===== src/rtl/core/plics_pkg.sv =====
// Shared types and constants of the piecewise-linear inverse-CDF sampler.
// Used by every module below rtl/core; depends on nothing.
`default_nettype none
package plics_pkg;

  localparam int unsigned MAX_POINTS_DEF = 256;

  localparam int unsigned IDX_W   = 8;
  localparam int unsigned E_W     = 16;
  localparam int unsigned W_W     = 16;
  localparam int unsigned U_W     = 32;
  localparam int unsigned CNT_W   = 9;
  localparam int unsigned S_W     = 32;
  localparam int unsigned C_W     = 41;
  localparam int unsigned D_W     = 33;
  localparam int unsigned SLOPE_FRAC = 14;
  localparam int unsigned DEN_SHIFT  = 7;

  localparam int unsigned RR_W    = 64;
  localparam int unsigned ROOT_W  = 32;
  localparam int unsigned DIV_NW  = 40;
  localparam int unsigned DIV_DW  = 33;

  localparam int unsigned IN_TDATA_W  = 72;
  localparam int unsigned OUT_TDATA_W = 16;

  // read address source for all knot tables
  typedef enum logic [1:0] {
    RD_PREV = 2'd0,
    RD_LAST = 2'd1,
    RD_J    = 2'd2
  } rd_sel_t;

  typedef struct packed {
    logic    capture;
    logic    rd_en;
    rd_sel_t rd_sel;
    logic    load_calc;
    logic    load_wr;
    logic    chk;
    logic    nr_set;
    logic    mul_lo;
    logic    mul_t;
    logic    j_dec;
    logic    d_load;
    logic    fetch_cap;
    logic    p_sum;
    logic    rr_calc;
    logic    sqrt_start;
    logic    den_calc;
    logic    div_start;
    logic    div_slope;
    logic    res_calc;
    logic    out_load;
  } plics_cmd_t;

  typedef struct packed {
    logic idx_ok;
    logic idx_zero;
    logic no_data;
    logic scan_hit;
    logic div_busy;
    logic sqrt_busy;
    logic out_full;
  } plics_sts_t;

endpackage
`default_nettype wire


===== src/rtl/core/plics_ctrl.sv =====
// Controller state machine: sequences loads and samples through the datapath.
// Depends on plics_pkg.
`default_nettype none
module plics_ctrl (
  input  wire logic                  clk,
  input  wire logic                  rst,
  input  wire logic                  s_tvalid,
  input  wire logic                  s_is_sample,
  output logic                       s_tready,
  input  wire plics_pkg::plics_sts_t sts,
  output plics_pkg::plics_cmd_t      cmd
);
  import plics_pkg::*;

  typedef enum logic [19:0] {
    ST_IDLE   = 20'h00001,
    ST_L_RD   = 20'h00002,
    ST_L_CALC = 20'h00004,
    ST_L_DIV  = 20'h00008,
    ST_L_WR   = 20'h00010,
    ST_S_RD   = 20'h00020,
    ST_S_CHK  = 20'h00040,
    ST_S_M1   = 20'h00080,
    ST_S_M2   = 20'h00100,
    ST_S_SRD  = 20'h00200,
    ST_S_SCMP = 20'h00400,
    ST_S_FET  = 20'h00800,
    ST_S_MUL  = 20'h01000,
    ST_S_P    = 20'h02000,
    ST_S_RR   = 20'h04000,
    ST_S_SQS  = 20'h08000,
    ST_S_SQW  = 20'h10000,
    ST_S_DEN  = 20'h20000,
    ST_S_DVW  = 20'h40000,
    ST_S_OUT  = 20'h80000
  } state_t;

  state_t state;
  state_t state_next;
  logic   res_pending;

  assign s_tready = (state == ST_IDLE);

  always_ff @(posedge clk) begin
    if (rst) begin
      state <= ST_IDLE;
    end else begin
      state <= state_next;
    end
  end

  // ST_S_DVW entered first time: launch divider; res computed as it finishes
  always_ff @(posedge clk) begin
    if (rst) begin
      res_pending <= 1'b0;
    end else begin
      res_pending <= (state == ST_S_DEN);
    end
  end

  always_comb begin
    state_next = state;
    cmd        = '0;
    cmd.rd_sel = RD_J;
    unique case (state)
      ST_IDLE: begin
        if (s_tvalid) begin
          cmd.capture = 1'b1;
          state_next  = s_is_sample ? ST_S_RD : ST_L_RD;
        end
      end
      ST_L_RD: begin
        cmd.rd_en  = 1'b1;
        cmd.rd_sel = RD_PREV;
        if (!sts.idx_ok) begin
          state_next = ST_IDLE;
        end else if (sts.idx_zero) begin
          state_next = ST_L_WR;
        end else begin
          state_next = ST_L_CALC;
        end
      end
      ST_L_CALC: begin
        cmd.load_calc = 1'b1;
        cmd.div_start = 1'b1;
        cmd.div_slope = 1'b1;
        state_next    = ST_L_DIV;
      end
      ST_L_DIV: begin
        if (!sts.div_busy) begin
          state_next = ST_L_WR;
        end
      end
      ST_L_WR: begin
        cmd.load_wr = 1'b1;
        state_next  = ST_IDLE;
      end
      ST_S_RD: begin
        cmd.rd_en  = 1'b1;
        cmd.rd_sel = RD_LAST;
        state_next = ST_S_CHK;
      end
      ST_S_CHK: begin
        cmd.chk = 1'b1;
        if (sts.no_data) begin
          cmd.nr_set = 1'b1;
          state_next = ST_S_OUT;
        end else begin
          state_next = ST_S_M1;
        end
      end
      ST_S_M1: begin
        cmd.mul_lo = 1'b1;
        state_next = ST_S_M2;
      end
      ST_S_M2: begin
        cmd.mul_t  = 1'b1;
        state_next = ST_S_SRD;
      end
      ST_S_SRD: begin
        cmd.rd_en  = 1'b1;
        state_next = ST_S_SCMP;
      end
      ST_S_SCMP: begin
        if (sts.scan_hit) begin
          cmd.d_load = 1'b1;
          state_next = ST_S_FET;
        end else begin
          cmd.j_dec  = 1'b1;
          state_next = ST_S_SRD;
        end
      end
      ST_S_FET: begin
        cmd.rd_en  = 1'b1;
        state_next = ST_S_MUL;
      end
      ST_S_MUL: begin
        cmd.fetch_cap = 1'b1;
        state_next    = ST_S_P;
      end
      ST_S_P: begin
        cmd.p_sum  = 1'b1;
        state_next = ST_S_RR;
      end
      ST_S_RR: begin
        cmd.rr_calc = 1'b1;
        state_next  = ST_S_SQS;
      end
      ST_S_SQS: begin
        cmd.sqrt_start = 1'b1;
        state_next     = ST_S_SQW;
      end
      ST_S_SQW: begin
        if (!sts.sqrt_busy) begin
          state_next = ST_S_DEN;
        end
      end
      ST_S_DEN: begin
        cmd.den_calc = 1'b1;
        state_next   = ST_S_DVW;
      end
      ST_S_DVW: begin
        if (res_pending) begin
          cmd.div_start = 1'b1;
        end else if (!sts.div_busy) begin
          cmd.res_calc = 1'b1;
          state_next   = ST_S_OUT;
        end
      end
      ST_S_OUT: begin
        if (!sts.out_full) begin
          cmd.out_load = 1'b1;
          state_next   = ST_IDLE;
        end
      end
      default: begin
        state_next = ST_IDLE;
      end
    endcase
  end
endmodule
`default_nettype wire


===== config.mk =====
export PLATFORM = sky130hd
export DESIGN_NAME = plics_ctrl
export DESIGN_NICKNAME = d
export VERILOG_FILES = /design/src/rtl/core/plics_pkg.sv /design/src/rtl/core/plics_ctrl.sv
export SDC_FILE = /design/constraint.sdc
export NUM_CORES = 1
export LEC_CHECK = 0
export BUFFER_PORTS_ARGS = -buffer_cell sky130_fd_sc_hd__buf_2
export CORE_MARGIN = 2
export CORE_UTILIZATION = 54
export CTS_CLUSTER_DIAMETER = 60
export DETAILED_ROUTE_END_ITERATION = 16
export PLACE_DENSITY = 0.84
export SLEW_MARGIN = 40
export SYNTH_ARGS = -nofsm -noshare
export SYNTH_HDL_FRONTEND = slang
export SYNTH_SLANG_ARGS = --single-unit

===== constraint.sdc =====
create_clock -name clk -period 3.55 [get_ports clk]
set_input_delay 0.355 -clock clk [delete_from_list [all_inputs] [get_ports clk]]
set_output_delay 0.355 -clock clk [all_outputs]
set_load 0.03 [all_outputs]

* Yosys cells after proc, flatten, opt, wreduce, memory -nomap -nowiden *
Cells that the tools add are included.

cells by class
  $add $sub $neg = 0
  multipliers = 0
  divide/modulo/power cells = 0
  $lt $le $gt $ge = 0
  equal/unequal tests = 26
  shifts and indexed selects = 0
  muxes and demuxes = 37
  bitwise logic cells = 0
  reduce and logical (&&, ||, !) cells = 2

operator list
  cell                                                                count
  20-bit one-hot mux with 19 select lines                             1
  20-bit 2-to-1 mux                                                   8
  1-bit 2-to-1 mux                                                    21
  20-bit by 1-bit == test with 1-bit output (second input constant)   1
  20-bit by 10-bit == test with 1-bit output (second input constant)  1
  20-bit by 11-bit == test with 1-bit output (second input constant)  1
  20-bit by 12-bit == test with 1-bit output (second input constant)  1
  20-bit by 13-bit == test with 1-bit output (second input constant)  1
  20-bit by 14-bit == test with 1-bit output (second input constant)  1
  20-bit by 15-bit == test with 1-bit output (second input constant)  1
  20-bit by 16-bit == test with 1-bit output (second input constant)  1
  20-bit by 17-bit == test with 1-bit output (second input constant)  1
  20-bit by 18-bit == test with 1-bit output (second input constant)  1
  20-bit by 19-bit == test with 1-bit output (second input constant)  1
  20-bit by 2-bit == test with 1-bit output (second input constant)   1
  20-bit == test (second input constant)                              1
  20-bit by 3-bit == test with 1-bit output (second input constant)   1
  20-bit by 4-bit == test with 1-bit output (second input constant)   1
  20-bit by 5-bit == test with 1-bit output (second input constant)   1
  20-bit by 6-bit == test with 1-bit output (second input constant)   1
  20-bit by 7-bit == test with 1-bit output (second input constant)   1
  20-bit by 8-bit == test with 1-bit output (second input constant)   1
  20-bit by 9-bit == test with 1-bit output (second input constant)   1
  12-bit 2-to-1 mux                                                   1
  8 further kinds                                                     14

word-level totals
  register bits = 21
  bits in latches = 0
  memory bits (writable) = 0
  bits in read-only memories = 0
  output and inout port bits = 22
  memories = 0

* Depth between registers and ports, before layout *
Gate-level depths: netlist (run 1).

  word-level depth = 3
  depth in mapped cells = 8

* Least setup slack after synthesis (run 1) *
Ideal clock, no wire load.

  kind = flip-flop to output port
  from = register state[18]
  to = output port cmd[3] (netlist name)
  arrival = 2,564 ps
  setup slack = 631 ps
  stages on the path, launching flop included = 7
  path through = dfxtp_1 buf_2 nor4_1 nand4_1 nor4_1 inv_1 nand2_1

RTL lines
  element                 RTL line          text
  start, declared         plics_ctrl.sv:38  state_t state;
  start signal, assigned  plics_ctrl.sv:48  state <= state_next;
  end, declared           plics_ctrl.sv:11  output plics_pkg::plics_cmd_t cmd

==> impl_metrics.prom, run 1 <==
# TYPE chip_impl_metric gauge
chip_impl_metric{name="clk_latency",unit="ns"} 0.31
chip_impl_info{name="synth_largest_area_cell",value="dfxtp_1"} 1
chip_impl_metric{name="core_area",unit="mm²"} 0.00243
chip_impl_metric{name="ys_async_rst_share",unit=""} 0
chip_impl_info{name="ys.flop_type",value="dfxtp_1"} 1
chip_impl_info{name="tritoncts",value="yes"} 1
chip_impl_metric{name="finalMaxSlewViolations",unit=""} 0
chip_impl_metric{name="netlist.area_leader.share",unit=""} 0.308
chip_impl_info{name="start_kind",value="register"} 1
chip_impl_metric{name="place.port_buffers",unit=""} 32
chip_impl_metric{name="die_height",unit="µm"} 54.3
chip_impl_metric{name="timing.critical_path.required",unit="ns"} 3.19
chip_impl_metric{name="place_area",unit="mm²"} 0.00150
chip_impl_metric{name="leakage",unit="nW"} 0.666
chip_impl_info{name="min_delay_path_class",value="in -> reg"} 1
chip_impl_metric{name="remaining_drc_errors",unit=""} 0
chip_impl_metric{name="synth.ff_latch_count",unit=""} 21
chip_impl_metric{name="grt_antenna_before_repair",unit=""} 0
chip_impl_metric{name="finish.cell_count_without_fillers",unit=""} 224
chip_impl_metric{name="synth.cell_area",unit="mm²"} 0.00136
chip_impl_info{name="cts.root.buffer_cell",value="clkbuf_4"} 1
chip_impl_metric{name="first_global_vias",unit=""} 1126
chip_impl_metric{name="cp_max_fo",unit=""} 7
chip_impl_metric{name="timing_hold_violations_final",unit=""} 0
chip_impl_metric{name="drtIter0Drc",unit=""} 34
chip_impl_info{name="rsz_0062_raised_after_global_routing",value="no"} 1
chip_impl_metric{name="antenna-diode-count",unit=""} 0
chip_impl_metric{name="postRouteAntennaNets",unit=""} 0
chip_impl_metric{name="io-pin-count",unit=""} 33
chip_impl_info{name="synth_top_cells_by_area",value="dfxtp_1 (31%), nor2_1 (6.6%), nor4_4 (4.7%), nor4_1 (4.6%), nor3_1 (3.7%)"} 1
chip_impl_info{name="final_cell_mix",value="buf_2 (32), nor2_1 (24), dfxtp_1 (21)"} 1
chip_impl_metric{name="power_density",unit="mW/mm²"} 342
chip_impl_metric{name="cts_inserted_buffers",unit=""} 3
chip_impl_metric{name="grt_max_degree",unit=""} 15
chip_impl_metric{name="synth_area_per_cell",unit="µm²"} 8.12
chip_impl_metric{name="post_drt_via_cell_ratio",unit=""} 6.01
chip_impl_metric{name="globalRouteOverflowTotal",unit=""} 0
chip_impl_metric{name="postCtsSetupRepairBufs",unit=""} 0
chip_impl_metric{name="clock_path_buffers",unit=""} 2
chip_impl_metric{name="timing.final.setup_violations",unit=""} 0
chip_impl_metric{name="tritoncts_num_sinks",unit=""} 21
chip_impl_info{name="layout_commonest_cell",value="buf_2"} 1
chip_impl_metric{name="timing.fmax",unit="MHz"} 352
chip_impl_metric{name="tightest_slew",unit="ns"} 0.623
chip_impl_metric{name="skew",unit="ns"} 0.00240
chip_impl_metric{name="clk_transition_reported_paths",unit="ns"} 0.12
chip_impl_metric{name="relative_slew_slack",unit=""} 0.581
chip_impl_metric{name="synth-edff-count",unit=""} 0
chip_impl_metric{name="gr-usage-all-layers",unit=""} 0.236
chip_impl_metric{name="vias",unit=""} 1347
chip_impl_metric{name="synthCells",unit=""} 168
chip_impl_metric{name="number_of_levels_the_h_tree_was_split_into",unit=""} 1
chip_impl_metric{name="drt_pass1_iterations",unit=""} 4
chip_impl_metric{name="period_needed",unit="ns"} 2.84
chip_impl_metric{name="routabilityCongestion",unit=""} 0.802
chip_impl_metric{name="max_cap_viol_count",unit=""} 0
chip_impl_metric{name="pre_cts_ws",unit="ns"} 1.07
chip_impl_info{name="critical_path.endpoint_type",value="output pin"} 1
chip_impl_metric{name="route.detailed.wl_per_inst",unit="µm"} 14.5
chip_impl_metric{name="die_area",unit="mm²"} 0.00294
chip_impl_metric{name="final_layout_size_suffix_gt1_frac",unit=""} 0.247
chip_impl_metric{name="drt_wl_total",unit="µm"} 3250
chip_impl_metric{name="post_synth_num_cell_types",unit=""} 46
chip_impl_metric{name="fp_rows",unit=""} 18
chip_impl_metric{name="design.final.nets",unit=""} 206
chip_impl_metric{name="ys_seq_area_frac",unit=""} 0.308
chip_impl_metric{name="critical_path_arrival",unit="ns"} 2.49
chip_impl_metric{name="post_cts_resized",unit=""} 0
chip_impl_metric{name="post_cts_hold_fix_bufs",unit=""} 0
chip_impl_metric{name="final_critical_path_setup_slack",unit="ns"} 0.706
chip_impl_metric{name="syn_to_final_growth",unit="%"} 11.7
chip_impl_metric{name="hpwlAfterDp",unit="µm"} 2520
chip_impl_metric{name="timing.setup.tns",unit="ns"} 0
chip_impl_metric{name="initial_utilization",unit=""} 0.561
chip_impl_metric{name="final_area",unit="mm²"} 0.00152
chip_impl_metric{name="power.ir.vdd_worst",unit="µV"} 278
chip_impl_info{name="status",value="complete, no violations"} 1
chip_impl_metric{name="yosysWarnings",unit=""} 0
chip_impl_metric{name="cell_count_after_placement",unit=""} 220
chip_impl_metric{name="layout_worst_path_cycle_share",unit=""} 0.801
chip_impl_metric{name="die_w",unit="µm"} 54.3
chip_impl_metric{name="grt_first_pass_wirelength",unit="µm"} 4970
chip_impl_metric{name="syn-num-nets",unit=""} 179
chip_impl_metric{name="final.hold.worst_slack",unit="ns"} 0.206
chip_impl_info{name="path_class",value="reg -> out"} 1
==> synthesized netlist by cell type (2+ instances only) <==
cell	number
and4bb_2	2
nand3_1	7
or4_1	4
nand4b_1	3
inv_1	10
buf_4	2
xnor2_1	2
dfxtp_1	21
a21oi_1	4
nor2_1	24
buf_6	2
a211oi_1	2
nand2b_1	2
and2_1	4
nand2_1	7
buf_2	3
nand3b_1	4
nor3b_1	3
nor4_4	3
nor3_1	10
clkbuf_1	3
nor4_1	10
nor4b_1	2
o21ai_0	6
xor2_1	4
nand4_1	4
==> cell type report <==
| cell class | instances | area (µm²) |
|---|---|---|
| Multi-Input combinational cell | 127 | 842 |
| Clock buffer | 4 | 26.3 |
| Inverter | 10 | 37.5 |
| Sequential cell | 21 | 420 |
| Timing Repair Buffer | 32 | 160 |
| Tap cell | 30 | 37.5 |
| Fill cell | 222 | 908 |
==> critical path, stage by stage, from the launching register on <==
cell	delay (ns)
dfxtp_1	0.39
or4_1	0.73
nor4_4	0.43
and4b_2	0.32
nor2_2	0.06
nand2_1	0.06
buf_2	0.19
==> report_power, final <==
group,total (W),internal [W],switching (W)
combinational,0.000146,0.0000542,0.0000923
sequential,0.000253,0.000241,0.0000117
clock,0.000122,0.0000439,0.0000776
==> logic make-up (layout without fill, tap and decap cells) <==
kind of cell              after synthesis  in the layout  synth area share
xor gates and xnor gates                6              6            0.0385
and+or+nand+nor                       100            100             0.470
DFF                                    21             21             0.308
muxes                                   1              1           0.00734
AOI/OAI and AO/OA                      20             20             0.102
buffers and inverters                  20             46            0.0743
==> flip-flops by register name (all words and copies together), names as in the netlist <==
| name | cells |
|---|---|
| state | 20 |
| res_pending | 1 |
==> metal layers <==
metal  up-vias  share of wire  routed length, µm  global-route usage
met1       624           0.44               1440               0.309
met2        44           0.47               1530               0.365
li1        671              -                  -                   -
met3         8          0.063                206              0.0519
met4         0          0.024                 78               0.117
met5         -              0                  0                   0
==> through the flow <==
stage / util / total power, W
2_1_floorplan: - / 0.000367
3_3_place_gp: 0.616 / 0.000398
3_5_place_dp: 0.616 / 0.000403
4_1_cts: 0.627 / 0.000521
5_1_grt: 0.627 / 0.000543
6_report: 0.627 / 0.000521
==> path summary, 6_finish.rpt <==
kind / startpoint / end / slack [ns] / cells after the start
worst min-delay path: sts[5] / state[2]$_SDFFE_PP0P_ / 0.21 / 2
worst max register to register: state[8]$_SDFFE_PP0P_ / state[9]$_SDFFE_PP0P_ / 1.20 / 5
worst min register to register: state[9]$_SDFFE_PP0P_ / state[10]$_SDFFE_PP0P_ / 0.55 / 2
worst max-delay path: state[8]$_SDFFE_PP0P_ / cmd[19] / 0.71 / 6
Note: power is estimated with default switching activity, not from simulation.
==> run 2, diff against run 1 <==
--- a/config.mk
+++ b/config.mk
@@ -7,10 +7,10 @@
 export LEC_CHECK = 0
 export BUFFER_PORTS_ARGS = -buffer_cell sky130_fd_sc_hd__buf_2
 export CORE_MARGIN = 2
-export CORE_UTILIZATION = 54
+export CORE_UTILIZATION = 47
 export CTS_CLUSTER_DIAMETER = 60
 export DETAILED_ROUTE_END_ITERATION = 16
-export PLACE_DENSITY = 0.84
+export PLACE_DENSITY = 0.78
 export SLEW_MARGIN = 40
 export SYNTH_ARGS = -nofsm -noshare
 export SYNTH_HDL_FRONTEND = slang
==> constraint.sdc (replaced) <==
create_clock -name clk -period 2.5 [get_ports clk]
set_input_delay 0.25 -clock clk [delete_from_list [all_inputs] [get_ports clk]]
set_output_delay 0.25 -clock clk [all_outputs]
set_load 0.03 [all_outputs]
==> impl_metrics.prom, run 2 (synthesis gave the netlist of run 1 again) <==
# TYPE chip_impl_metric gauge
chip_impl_info{name="status",value="finished, violations left"} 1
chip_impl_info{name="violations",value="negative setup slack"} 1
chip_impl_metric{name="timing.setup.tns",unit="ns"} -0.0612
chip_impl_info{name="min_delay_path_class",value="in -> reg"} 1
chip_impl_metric{name="route.detailed.wl_per_inst",unit="µm"} 15.7
chip_impl_metric{name="place_area",unit="mm²"} 0.00154
chip_impl_metric{name="timing_hold_violations_final",unit=""} 0
chip_impl_metric{name="skew",unit="ns"} 0.00707
chip_impl_info{name="cts.root.buffer_cell",value="clkbuf_4"} 1
chip_impl_metric{name="max_cap_viol_count",unit=""} 0
chip_impl_metric{name="globalRouteOverflowTotal",unit=""} 0
chip_impl_metric{name="tritoncts_num_sinks",unit=""} 21
chip_impl_metric{name="clk_latency",unit="ns"} 0.31
chip_impl_metric{name="relative_slew_slack",unit=""} 0.558
chip_impl_metric{name="die_area",unit="mm²"} 0.00335
chip_impl_metric{name="syn_to_final_growth",unit="%"} 31.8
chip_impl_metric{name="io-pin-count",unit=""} 33
chip_impl_metric{name="leakage",unit="nW"} 0.794
chip_impl_metric{name="final_critical_path_setup_slack",unit="ns"} -0.0506
chip_impl_info{name="top_regs",value="state: 20 flops, res_pending: 1 flops"} 1
chip_impl_metric{name="design.final.nets",unit=""} 226
chip_impl_metric{name="post_cts_hold_fix_bufs",unit=""} 0
chip_impl_metric{name="cts_inserted_buffers",unit=""} 3
chip_impl_metric{name="timing.fmax",unit="MHz"} 392
chip_impl_metric{name="critical_path_arrival",unit="ns"} 2.30
chip_impl_metric{name="die_height",unit="µm"} 57.9
chip_impl_metric{name="postRouteAntennaNets",unit=""} 0
chip_impl_info{name="final_cell_mix",value="nor2_1 (24), buf_2 (23), buf_4 (23)"} 1
chip_impl_metric{name="timing.critical_path.required",unit="ns"} 2.25
chip_impl_info{name="tritoncts",value="yes"} 1
chip_impl_metric{name="gr-usage-all-layers",unit=""} 0.213
chip_impl_metric{name="post_drt_via_cell_ratio",unit=""} 6.10
chip_impl_metric{name="place.port_buffers",unit=""} 32
chip_impl_metric{name="initial_utilization",unit=""} 0.495
chip_impl_metric{name="remaining_drc_errors",unit=""} 0
chip_impl_metric{name="final_core_utilization",unit=""} 0.652
chip_impl_info{name="largest-register",value="state"} 1
chip_impl_metric{name="power.ir.vdd_worst",unit="µV"} 401
chip_impl_info{name="start_kind",value="register"} 1
chip_impl_metric{name="pre_cts_ws",unit="ns"} 0.153
chip_impl_metric{name="clk_transition_reported_paths",unit="ns"} 0.12
chip_impl_metric{name="drtIter0Drc",unit=""} 98
chip_impl_metric{name="vias",unit=""} 1495
chip_impl_metric{name="rrSetupSlack",unit="ns"} 0.13
chip_impl_metric{name="period_needed",unit="ns"} 2.55
chip_impl_info{name="rsz_0062_raised_after_global_routing",value="yes"} 1
chip_impl_metric{name="core_area",unit="mm²"} 0.00276
chip_impl_metric{name="grt_max_degree",unit=""} 15
chip_impl_info{name="critical_path.endpoint_type",value="output pin"} 1
chip_impl_metric{name="grt_antenna_before_repair",unit=""} 0
chip_impl_metric{name="first_global_vias",unit=""} 1307
chip_impl_metric{name="finish.cell_count_without_fillers",unit=""} 245
chip_impl_metric{name="number_of_levels_the_h_tree_was_split_into",unit=""} 1
chip_impl_metric{name="largest_register_ffs",unit=""} 20
chip_impl_metric{name="fp_rows",unit=""} 19
chip_impl_metric{name="timing.final.setup_violations",unit=""} 2
chip_impl_metric{name="power_density",unit="mW/mm²"} 439
chip_impl_metric{name="die_w",unit="µm"} 57.9
chip_impl_metric{name="fill_cells",unit=""} 220
chip_impl_info{name="path_class",value="reg -> out"} 1
chip_impl_metric{name="final_area",unit="mm²"} 0.00180
chip_impl_metric{name="tightest_slew",unit="ns"} 0.654
chip_impl_metric{name="hpwlAfterDp",unit="µm"} 2560
chip_impl_metric{name="drt_pass1_iterations",unit=""} 4
chip_impl_info{name="layout_commonest_cell",value="nor2_1"} 1
chip_impl_metric{name="grt_first_pass_wirelength",unit="µm"} 5570
chip_impl_metric{name="finalMaxSlewViolations",unit=""} 0
chip_impl_metric{name="drt_wl_total",unit="µm"} 3840
chip_impl_metric{name="cell_count_after_placement",unit=""} 225
chip_impl_metric{name="final_layout_size_suffix_gt1_frac",unit=""} 0.421
chip_impl_metric{name="clock_path_buffers",unit=""} 2
chip_impl_metric{name="layout_worst_path_cycle_share",unit=""} 1.02
chip_impl_metric{name="cp_max_fo",unit=""} 7
chip_impl_metric{name="antenna-diode-count",unit=""} 0
chip_impl_metric{name="routabilityCongestion",unit=""} 0.811
[run 2: changes by cell type in the layout (fill, tap and decap cells not counted), moves of 3 or more]
| cell | delta |
|---|---|
| dfxtp_1 | -8 |
| dfxtp_4 | +3 |
| buf_2 | -9 |
| buf_6 | +4 |
| dfxtp_2 | +5 |
| buf_4 | +23 |
| nor4_2 | +5 |
| nor4_1 | -5 |
[run 2: final cells by class]
| class | instances | area [µm²] | area share |
|---|---|---|---|
| Clock buffer | 3 | 22.5 | 0.0125 |
| Clock inverter | 1 | 5.00 | 0.00278 |
| Inverter | 10 | 37.5 | 0.0209 |
| Multi-Input combinational cell | 127 | 908 | 0.505 |
| Sequential cell | 21 | 438 | 0.244 |
| Tap cell | 31 | 38.8 | 0.0216 |
| Timing Repair Buffer | 52 | 348 | 0.193 |
[run 2: timing repair]
action | in CTS | in global routing
gates resized for setup | 16 | 24
setup endpoints to repair | 11 | 19
buffers inserted | 6 | 10
pin swaps | 7 | 8
[run 2: worst max-delay path, stage by stage (launching register included)]
cell and delay, ns:
dfxtp_2 0.38, nor4_1 0.54, nand4_1 0.26, nor2_1 0.31, and2_1 0.21, nand2_1 0.06, nand2_1 0.06, buf_2 0.19
[run 2: final timing paths]
kind	start	endpoint	depth (start not counted)
worst max register to register	state[9]$_SDFFE_PP0P_	state[9]$_SDFFE_PP0P_	6
worst min register to register	state[16]$_SDFFE_PP0P_	state[17]$_SDFFE_PP0P_	2
worst min-delay path	sts[5]	state[2]$_SDFFE_PP0P_	2
worst max-delay path	state[8]$_SDFFE_PP0P_	cmd[3]	7
[run 2: where the power goes]
group	leakage [nW]	total, W	internal (W)	switching [W]
logic	0.602	0.000277	0.000116	0.000161
registers	0.175	0.000345	0.000339	0.00000655
clock network	0.0177	0.000167	0.0000599	0.000107
total	0.794	0.000789	0.000515	0.000274
[run 2: metrics by stage]
| stage | hold WS, ns | total power, W |
|---|---|---|
| 6_report | 0.0974 | 0.000789 |
| 5_1_grt | 0.0895 | 0.000827 |
| 4_1_cts | 0.101 | 0.000763 |
| 3_5_place_dp | 0.438 | 0.000585 |
| 3_3_place_gp | 0.431 | 0.000578 |
| 2_1_floorplan | 0.319 | 0.000522 |
[run 2: per-layer routing]
layer / up-vias / global-route usage / part of all wire
met5: - / 0 / 0
met2: 70 / 0.356 / 0.48
li1: 713 / - / -
met3: 13 / 0.0313 / 0.068
met1: 699 / 0.266 / 0.42
met4: 0 / 0.110 / 0.035
==> run 3, diff against run 2 <==
--- a/config.mk
+++ b/config.mk
@@ -11,6 +11,8 @@
 export CTS_CLUSTER_DIAMETER = 60
 export DETAILED_ROUTE_END_ITERATION = 16
 export PLACE_DENSITY = 0.78
+export SETUP_SLACK_MARGIN = 0.02
+export SKIP_LAST_GASP = 1
 export SLEW_MARGIN = 40
 export SYNTH_ARGS = -nofsm -noshare
 export SYNTH_HDL_FRONTEND = slang
==> constraint.sdc (replaced) <==
create_clock -name clk -period 2.3 [get_ports clk]
set_input_delay 0.23 -clock clk [delete_from_list [all_inputs] [get_ports clk]]
set_output_delay 0.23 -clock clk [all_outputs]
set_load 0.03 [all_outputs]
==> impl_metrics.prom, run 3 (synthesis gave the netlist of run 1 again) <==
# TYPE chip_impl_metric gauge
chip_impl_metric{name="vias",unit=""} 1737
chip_impl_metric{name="first_global_vias",unit=""} 1563
chip_impl_metric{name="tightest_slew",unit="ns"} 0.659
chip_impl_metric{name="timing.critical_path.required",unit="ns"} 2.53
chip_impl_metric{name="die_height",unit="µm"} 57.9
chip_impl_info{name="path_class",value="reg -> reg"} 1
chip_impl_metric{name="clk_latency",unit="ns"} 0.33
chip_impl_metric{name="final_area",unit="mm²"} 0.00206
chip_impl_metric{name="fp_rows",unit=""} 19
chip_impl_metric{name="final.hold.worst_slack",unit="ns"} 0.0584
chip_impl_metric{name="timing_hold_violations_final",unit=""} 0
chip_impl_info{name="violations",value="negative setup slack"} 1
chip_impl_metric{name="design.final.nets",unit=""} 244
chip_impl_metric{name="route.detailed.wl_per_inst",unit="µm"} 20.0
chip_impl_metric{name="post-layout-total-power",unit="W"} 0.00100
chip_impl_metric{name="final_critical_path_setup_slack",unit="ns"} -0.195
chip_impl_metric{name="number_of_levels_the_h_tree_was_split_into",unit=""} 1
chip_impl_metric{name="clock_path_buffers",unit=""} 2
chip_impl_metric{name="largest_register_ffs",unit=""} 20
chip_impl_metric{name="drt_wl_total",unit="µm"} 5260
chip_impl_metric{name="max_cap_viol_count",unit=""} 0
chip_impl_info{name="critical_path.endpoint_type",value="register"} 1
chip_impl_metric{name="skew",unit="ns"} 0.00282
chip_impl_metric{name="area_taken_by_multi_input_logic_gates",unit="µm²"} 988
chip_impl_metric{name="place_area",unit="mm²"} 0.00161
chip_impl_metric{name="critical_path_arrival",unit="ns"} 2.72
chip_impl_metric{name="pre_cts_ws",unit="ns"} -0.00111
chip_impl_metric{name="die_w",unit="µm"} 57.9
chip_impl_metric{name="leakage",unit="nW"} 0.900
chip_impl_info{name="worst_path_dominant_cell_family",value="simple AND/OR/NAND/NOR gates"} 1
chip_impl_info{name="critical_path.cell_chain",value="or4_1 > nor4_1 > nand3_1 > nand4_2 > a211oi_1"} 1
chip_impl_metric{name="cts_inserted_buffers",unit=""} 3
chip_impl_metric{name="power.ir.vdd_worst",unit="µV"} 560
chip_impl_metric{name="place.port_buffers",unit=""} 32
chip_impl_metric{name="fill_cells",unit=""} 179
chip_impl_info{name="tritoncts",value="yes"} 1
chip_impl_metric{name="gr-usage-all-layers",unit=""} 0.278
chip_impl_metric{name="routabilityCongestion",unit=""} 0.884
chip_impl_info{name="cts.root.buffer_cell",value="clkbuf_4"} 1
chip_impl_metric{name="grt_max_degree",unit=""} 15
chip_impl_metric{name="remaining_drc_errors",unit=""} 0
chip_impl_metric{name="clk_transition_reported_paths",unit="ns"} 0.14
chip_impl_metric{name="postRouteAntennaNets",unit=""} 0
chip_impl_info{name="rsz_0062_raised_after_global_routing",value="yes"} 1
chip_impl_metric{name="globalRouteOverflowTotal",unit=""} 0
chip_impl_metric{name="tritoncts_num_sinks",unit=""} 21
chip_impl_metric{name="period_needed",unit="ns"} 2.49
chip_impl_metric{name="core_area",unit="mm²"} 0.00276
chip_impl_metric{name="layout_worst_path_cycle_share",unit=""} 1.08
chip_impl_metric{name="power_density",unit="mW/mm²"} 484
chip_impl_info{name="min_delay_path_class",value="in -> reg"} 1
chip_impl_metric{name="worstPathBufferInverterCount",unit=""} 0
chip_impl_info{name="status",value="finished, violations left"} 1
chip_impl_metric{name="timing.final.setup_violations",unit=""} 31
chip_impl_metric{name="antenna-diode-count",unit=""} 0
chip_impl_metric{name="io-pin-count",unit=""} 33
chip_impl_metric{name="drt_pass1_iterations",unit=""} 6
chip_impl_info{name="layout_commonest_cell",value="buf_4"} 1
chip_impl_info{name="largest-register",value="state"} 1
chip_impl_metric{name="sequential_cell_area",unit="µm²"} 438
chip_impl_info{name="crit_slowest_cell",value="or4_1"} 1
chip_impl_info{name="start_kind",value="register"} 1
chip_impl_metric{name="finalMaxSlewViolations",unit=""} 0
chip_impl_metric{name="final_layout_size_suffix_gt1_frac",unit=""} 0.504
chip_impl_metric{name="cp_max_fo",unit=""} 7
chip_impl_info{name="final_cell_mix",value="buf_4 (38), nor2_1 (21), buf_2 (16)"} 1
chip_impl_metric{name="hpwlAfterDp",unit="µm"} 2810
chip_impl_metric{name="die_area",unit="mm²"} 0.00335
chip_impl_metric{name="critical_path.max_stage_delay",unit="ns"} 0.60
chip_impl_metric{name="syn_to_final_growth",unit="%"} 51.4
chip_impl_metric{name="post_drt_via_cell_ratio",unit=""} 6.60
chip_impl_metric{name="grt_first_pass_wirelength",unit="µm"} 7170
chip_impl_metric{name="timing.fmax",unit="MHz"} 401
chip_impl_metric{name="grt_antenna_before_repair",unit=""} 0
chip_impl_metric{name="timing.setup.tns",unit="ns"} -3.41
chip_impl_metric{name="drtIter0Drc",unit=""} 149
chip_impl_metric{name="initial_utilization",unit=""} 0.495
chip_impl_info{name="top_regs",value="state: 20 flops, res_pending: 1 flops"} 1
chip_impl_metric{name="relative_slew_slack",unit=""} 0.555
-- run 3: what timing repair did --
| action | 4_1_cts | 5_1_grt |
|---|---|---|
| gates cloned | 0 | 1 |
| setup endpoints to repair | 21 | 38 |
| gates resized for setup | 42 | 25 |
| buffers inserted | 21 | 7 |
| endpoints found under the hold margin | 0 | 0 |
| pin swaps | 12 | 14 |
| hold buffers | 0 | 0 |
-- run 3: power breakdown --
group          total (W)  switching (W)  internal (W)
clock           0.000204       0.000139     0.0000654
sequential      0.000384     0.00000990      0.000374
combinational   0.000412       0.000216      0.000196
total            0.00100       0.000364      0.000636
-- run 3: layout make-up --
| class | count | share of cell area |
|---|---|---|
| inverters | 10 | 0.0182 |
| clock buffers | 3 | 0.0109 |
| repair buffers | 69 | 0.259 |
| flip-flops and latches | 21 | 0.212 |
| well taps | 31 | 0.0188 |
| multi-input cells | 128 | 0.479 |
| clock inverters | 1 | 0.00242 |
-- run 3: worst paths after layout --
path,startpoint,endpoint,slack (ns),cells after the start
setup reg to reg,state[6]$_SDFFE_PP0P_,state[9]$_SDFFE_PP0P_,-0.19,5
setup / recovery,state[6]$_SDFFE_PP0P_,state[9]$_SDFFE_PP0P_,-0.19,5
hold reg to reg,state[11]$_SDFFE_PP0P_,state[12]$_SDFFE_PP0P_,0.56,2
hold / removal,s_is_sample,state[1]$_SDFFE_PP0P_,0.06,2
-- run 3: worst register-to-register path, delay by kind of cell (launching register included) --
kind             cells  cell delay [ns]
AND/OR/NAND/NOR      4             1.91
flip-flops           1             0.41
AO/OA/AOI/OAI        1             0.08
-- run 3: stage by stage --
step	cells	utilization
after floorplan	168	-
after global placement	231	0.582
after detailed placement	231	0.582
after CTS	256	0.698
after global routing	263	0.749
final	263	0.749
-- run 3: per-layer routing --
layer | up-vias | wire length [µm] | global-route usage
met3 | 36 | 622 | 0.0402
met1 | 797 | 1790 | 0.331
met4 | 0 | 255 | 0.173
li1 | 747 | - | -
met5 | - | 0 | 0
met2 | 157 | 2590 | 0.469
